===== config.mk =====
export PLATFORM = sky130hd
export DESIGN_NAME = tct_ram
export DESIGN_NICKNAME = d
export VERILOG_FILES = /design/src/rtl/tct_ram.sv
export SDC_FILE = /design/constraint.sdc
export NUM_CORES = 1
export LEC_CHECK = 0
export ABC_CLOCK_PERIOD_IN_PS = 2510
export BUFFER_PORTS_ARGS = -buffer_cell sky130_fd_sc_hd__buf_4
export CAP_MARGIN = 20
export CORE_UTILIZATION = 35
export CTS_BUF_LIST = sky130_fd_sc_hd__clkbuf_8
export DETAILED_ROUTE_END_ITERATION = 7
export HOLD_SLACK_MARGIN = 0.15
export PLACE_DENSITY_LB_ADDON = 0.3
export SYNTH_ARGS = -nofsm -noshare
export SYNTH_HDL_FRONTEND = slang
export SYNTH_SLANG_ARGS = --single-unit

===== constraint.sdc =====
create_clock -name clk_i -period 2.51 [get_ports clk_i]
set_clock_uncertainty 0.15 [all_clocks]
set_input_delay 0.3765 -clock clk_i [delete_from_list [all_inputs] [get_ports clk_i]]
set_output_delay 0.3765 -clock clk_i [all_outputs]
set_load 0.05 [all_outputs]

===== src/rtl/tct_ram.sv =====
// Generic single-write, single-read RAM with registered read data.
module tct_ram #(
  parameter int Width = 8,
  parameter int Depth = 16
) (
  input  logic                     clk_i,
  input  logic                     we_i,
  input  logic [$clog2(Depth)-1:0] waddr_i,
  input  logic [Width-1:0]         wdata_i,
  input  logic [$clog2(Depth)-1:0] raddr_i,
  output logic [Width-1:0]         rdata_o
);

  logic [Width-1:0] mem [Depth];
  logic [Width-1:0] rdata_q;

  always_ff @(posedge clk_i) begin
    if (we_i) begin
      mem[waddr_i] <= wdata_i;
    end
    rdata_q <= mem[raddr_i];
  end

  assign rdata_o = rdata_q;

endmodule


* Word-level counts from Yosys, hierarchy flattened
Memories as Yosys holds them, arrays and structs flattened. A register that Yosys moved wholly into a read port is not among the register bits.
Cells that the tools add are included.
** Word-level totals
- Register bits after elaboration :: 0
- Memory bits (writable) :: 128
- Bits of input ports :: 18
- Output and inout port bits :: 8
- Logic and storage cells :: 3
- Memories :: 1
** Operators by class
- Muxes and demuxes :: 2
** Memory list
- mem :: depth 16, width 8, rd ports 1, clocked after Yosys merged registers in 1, wr ports 1, line 14 : logic [Width-1:0] mem [Depth];
** Operator list (count)
- 2-to-1 mux 1 bit :: 2

* Logic depth before layout (Yosys ltp)
- Depth in word-level cells :: 2
- Mapped depth :: 5
- Gate-level depth less buffers :: 3

* Worst setup path after synthesis
OpenSTA, ideal clock, no wires.
- Kind :: in2reg
- From :: input waddr_i[2]
- To :: memory mem[0][0], enable pin
- Setup time :: 383 ps
- Data arrival time :: 1486 ps
- Data required time :: 1977 ps
- Slack :: 491 ps
- Stages :: 2
- Path through :: or3b_2 > nor3_1
** RTL lines
- start, declared :: line 8 : input logic [$clog2(Depth)-1:0] waddr_i,
- end, declared :: line 14
No word-level cell before the write port.

==> flow_summary.json <==
{
  "status": "completed",
  "cts.sinks": 136,
  "final_common_cell": "edfxtp_1",
  "synthAdderAreaFrac_pct": 0,
  "syn_to_final_growth_pct": 18.6,
  "place_inst": 444,
  "drtIter0Drc": 210,
  "powerDensity_nw_per_um2": 755,
  "synthTopCellsByArea": "edfxtp_1 75%, mux4_2 7.9%, mux4_1 7.1%",
  "antenna_left": 0,
  "fmax_ghz": 0.625,
  "hp-start": "waddr_i[0]",
  "final_cells": 485,
  "synth_top_family_by_area": "multiplexers",
  "finalHoldViolations": 0,
  "synth_compound_area_share_pct": 2.33,
  "path_cells": "buf_4 -> buf_12 -> mux4_1 -> a22oi_1 -> nand2_1",
  "gr-total-overflow": 0,
  "initial_core_util_pct": 36.5,
  "synth-simple-area-share_pct": 3.18,
  "ys_warn_count": 0,
  "grt_usage_pct": 15.4,
  "via_count": 2480,
  "period_needed_ns": 1.60,
  "end_kind": "register",
  "clockRootBuffer": "clkbuf_8",
  "rows": 43,
  "cts_inserted_buffers": 17,
  "path_buf_inv": 2,
  "avgViaCountPerCell": 5.11,
  "cp-start-kind": "primary input",
  "cts_hold_buf": 8,
  "avgSynthCellArea_sq_um": 22.5,
  "portBuffers": 25,
  "drt-total-wl_mm": 10.3,
  "cp_slowest_cell": "mux4_1",
  "r2r_start": "mem[0][0]",
  "synth_xor_area_share_pct": 0,
  "drc": 0,
  "min_to": "mem[0][1]",
  "fill_cells": 1258,
  "ys_seq_area_share_pct": 77.8,
  "synthCells": 229,
  "grt_pass1_vias": 2662,
  "nets": 309,
  "yosysTopAreaCell": "edfxtp_1",
  "critPathMaxFanout": 14,
  "ios": 26,
  "min_period_over_period_pct": 63.8,
  "p_leak_nw": 2.05,
  "coreArea_sq_um": 14100,
  "synth_seq_cells": 136,
  "rsz0062_at_grt": "false",
  "gp_congestion": 0.726,
  "cts_setup_buffers": 0,
  "max_cap_viol_count": 0,
  "final_cell_mix": "128 x edfxtp_1, 44 x buf_4, 18 x mux4_2",
  "cpLargestDelayFamily": "multiplexers",
  "cts_tree": "built",
  "report.final.slew_viol_count": 0,
  "syn_nets": 247,
  "reg2regPathDepth": 3,
  "grt_start_max_net_pins": 33,
  "wl_per_cell_um": 21.2,
  "muxShareOfSynthArea_pct": 15.0,
  "synth_cell_types": 19,
  "layout-drive-gt1-share_pct": 31.6,
  "clock_path_buffers": 2,
  "criticalPathCategory": "primary input to register",
  "r2r-end": "rdata_o[0]",
  "htreeDepth": 4,
  "hold_class": "primary input to register",
  "arrival_ns": 1.77,
  "hold_depth": 3,
  "dr.pass1.iters": 4,
  "max_stage_delay_ns": 0.56,
  "syn_area_sq_um": 5150,
  "grt_pass1_wl_mm": 15.9,
  "cts_resized": 0,
  "hpwl_mm": 6.62,
  "max_slew_margin_pct": 54.5,
  "yosysTopAreaCellShare_pct": 74.7,
  "tightest_slew_ns": 0.680,
  "ir_drop_uv": 558,
  "r2r_slack_ns": 0.99,
  "insertion_delay_ns": 0.44,
  "clk_pin_slew_ns": 0.08,
  "die_x_um": 123,
  "dieHeight_um": 123,
  "die_area_sq_um": 15200,
  "antenna_found_initial": 1,
  "setup_violations": 0,
  "crit_required_ns": 2.68,
  "tns_ns": 0
}
==> cell families (layout without fill, tap and decap cells) <==
kind of cell	Yosys count	count (layout)
AOI/OAI and AO/OA	16	16
buffers and inverters	10	85
DFF	136	136
muxes	32	32
other	0	1
and+or+nand+nor	35	35
==> Yosys cell counts <==
master           number
buf_4                 1
dfxtp_1               8
nand2b_1              2
edfxtp_1            128
buf_2                 3
nand3_1               1
buf_6                 3
or3b_2                1
mux4_2               18
nand2_1               9
and2_1                1
mux4_1               14
nor2_1               13
clkdlybuf4s25_2       3
nor2b_1               1
nor3_1                4
nand3b_1              2
a22oi_1              16
and2b_1               1
==> stage by stage <==
| stage | utilization [%] | instance area [sq um] | hold WS [ns] | worst slack (ns) | power (mW) |
|---|---|---|---|---|---|
| 2_1_floorplan | - | 5150 | 0.325 | 0.491 | 2.78 |
| 3_3_place_gp | 40.0 | 5640 | 0.508 | 0.436 | 2.90 |
| 4_1_cts | 43.3 | 6100 | 0.283 | 0.892 | 4.66 |
| 3_5_place_dp | 40.0 | 5640 | 0.515 | 0.425 | 2.91 |
| 6_report | 43.3 | 6110 | 0.311 | 0.909 | 4.61 |
| 5_1_grt | 43.3 | 6110 | 0.293 | 0.847 | 4.78 |
==> routing by layer <==
layer	share of wire [%]	vias to the layer above	global-route usage (%)
met5	0	-	0
met4	0.88	0	6.10
met3	5.9	9	4.80
met2	50	66	24.5
met1	43	1302	19.8
li1	-	1103	-
==> cell type report <==
type / instances / area [sq um] / share of cell area, %
Tap cell: 180 / 225 / 3.69
Clock buffer: 17 / 234 / 3.83
Multi-Input combinational cell: 83 / 1060 / 17.3
Sequential cell: 136 / 4000 / 65.6
Antenna cell: 1 / 2.50 / 0.0410
Clock inverter: 15 / 153 / 2.50
Timing Repair Buffer: 53 / 430 / 7.05
==> where the power goes <==
part           leakage (nW)  switching (mW)  internal [mW]  total [mW]
combinational         0.635           0.184          0.127       0.311
sequential             1.22          0.0168           2.54        2.55
clock                 0.196           0.864          0.885        1.75
==> state kept, by name (all words and copies together), names as in the netlist <==
signal / count
rdata_o: 8
mem: 128
==> worst min-delay path: cells and delay by family <==
family	cells	cell delay, ns
buffers and inverters	2	0.29
and+or+nand+nor	1	0.05
==> worst max path at each step <==
stage | start | end | slack (ns) | cells past startpoint
floorplan | waddr_i[2] | mem[0][0] | 0.49 | 2
global placement | raddr_i[0] | rdata_o[0] | 0.44 | 5
detailed placement | raddr_i[0] | rdata_o[0] | 0.42 | 5
CTS | rdata_o[7] | rdata_o[7] | 0.89 | 1
global route | raddr_i[0] | rdata_o[0] | 0.85 | 5
finish | raddr_i[0] | rdata_o[0] | 0.91 | 5
Power figures use the tool's default switching activity.
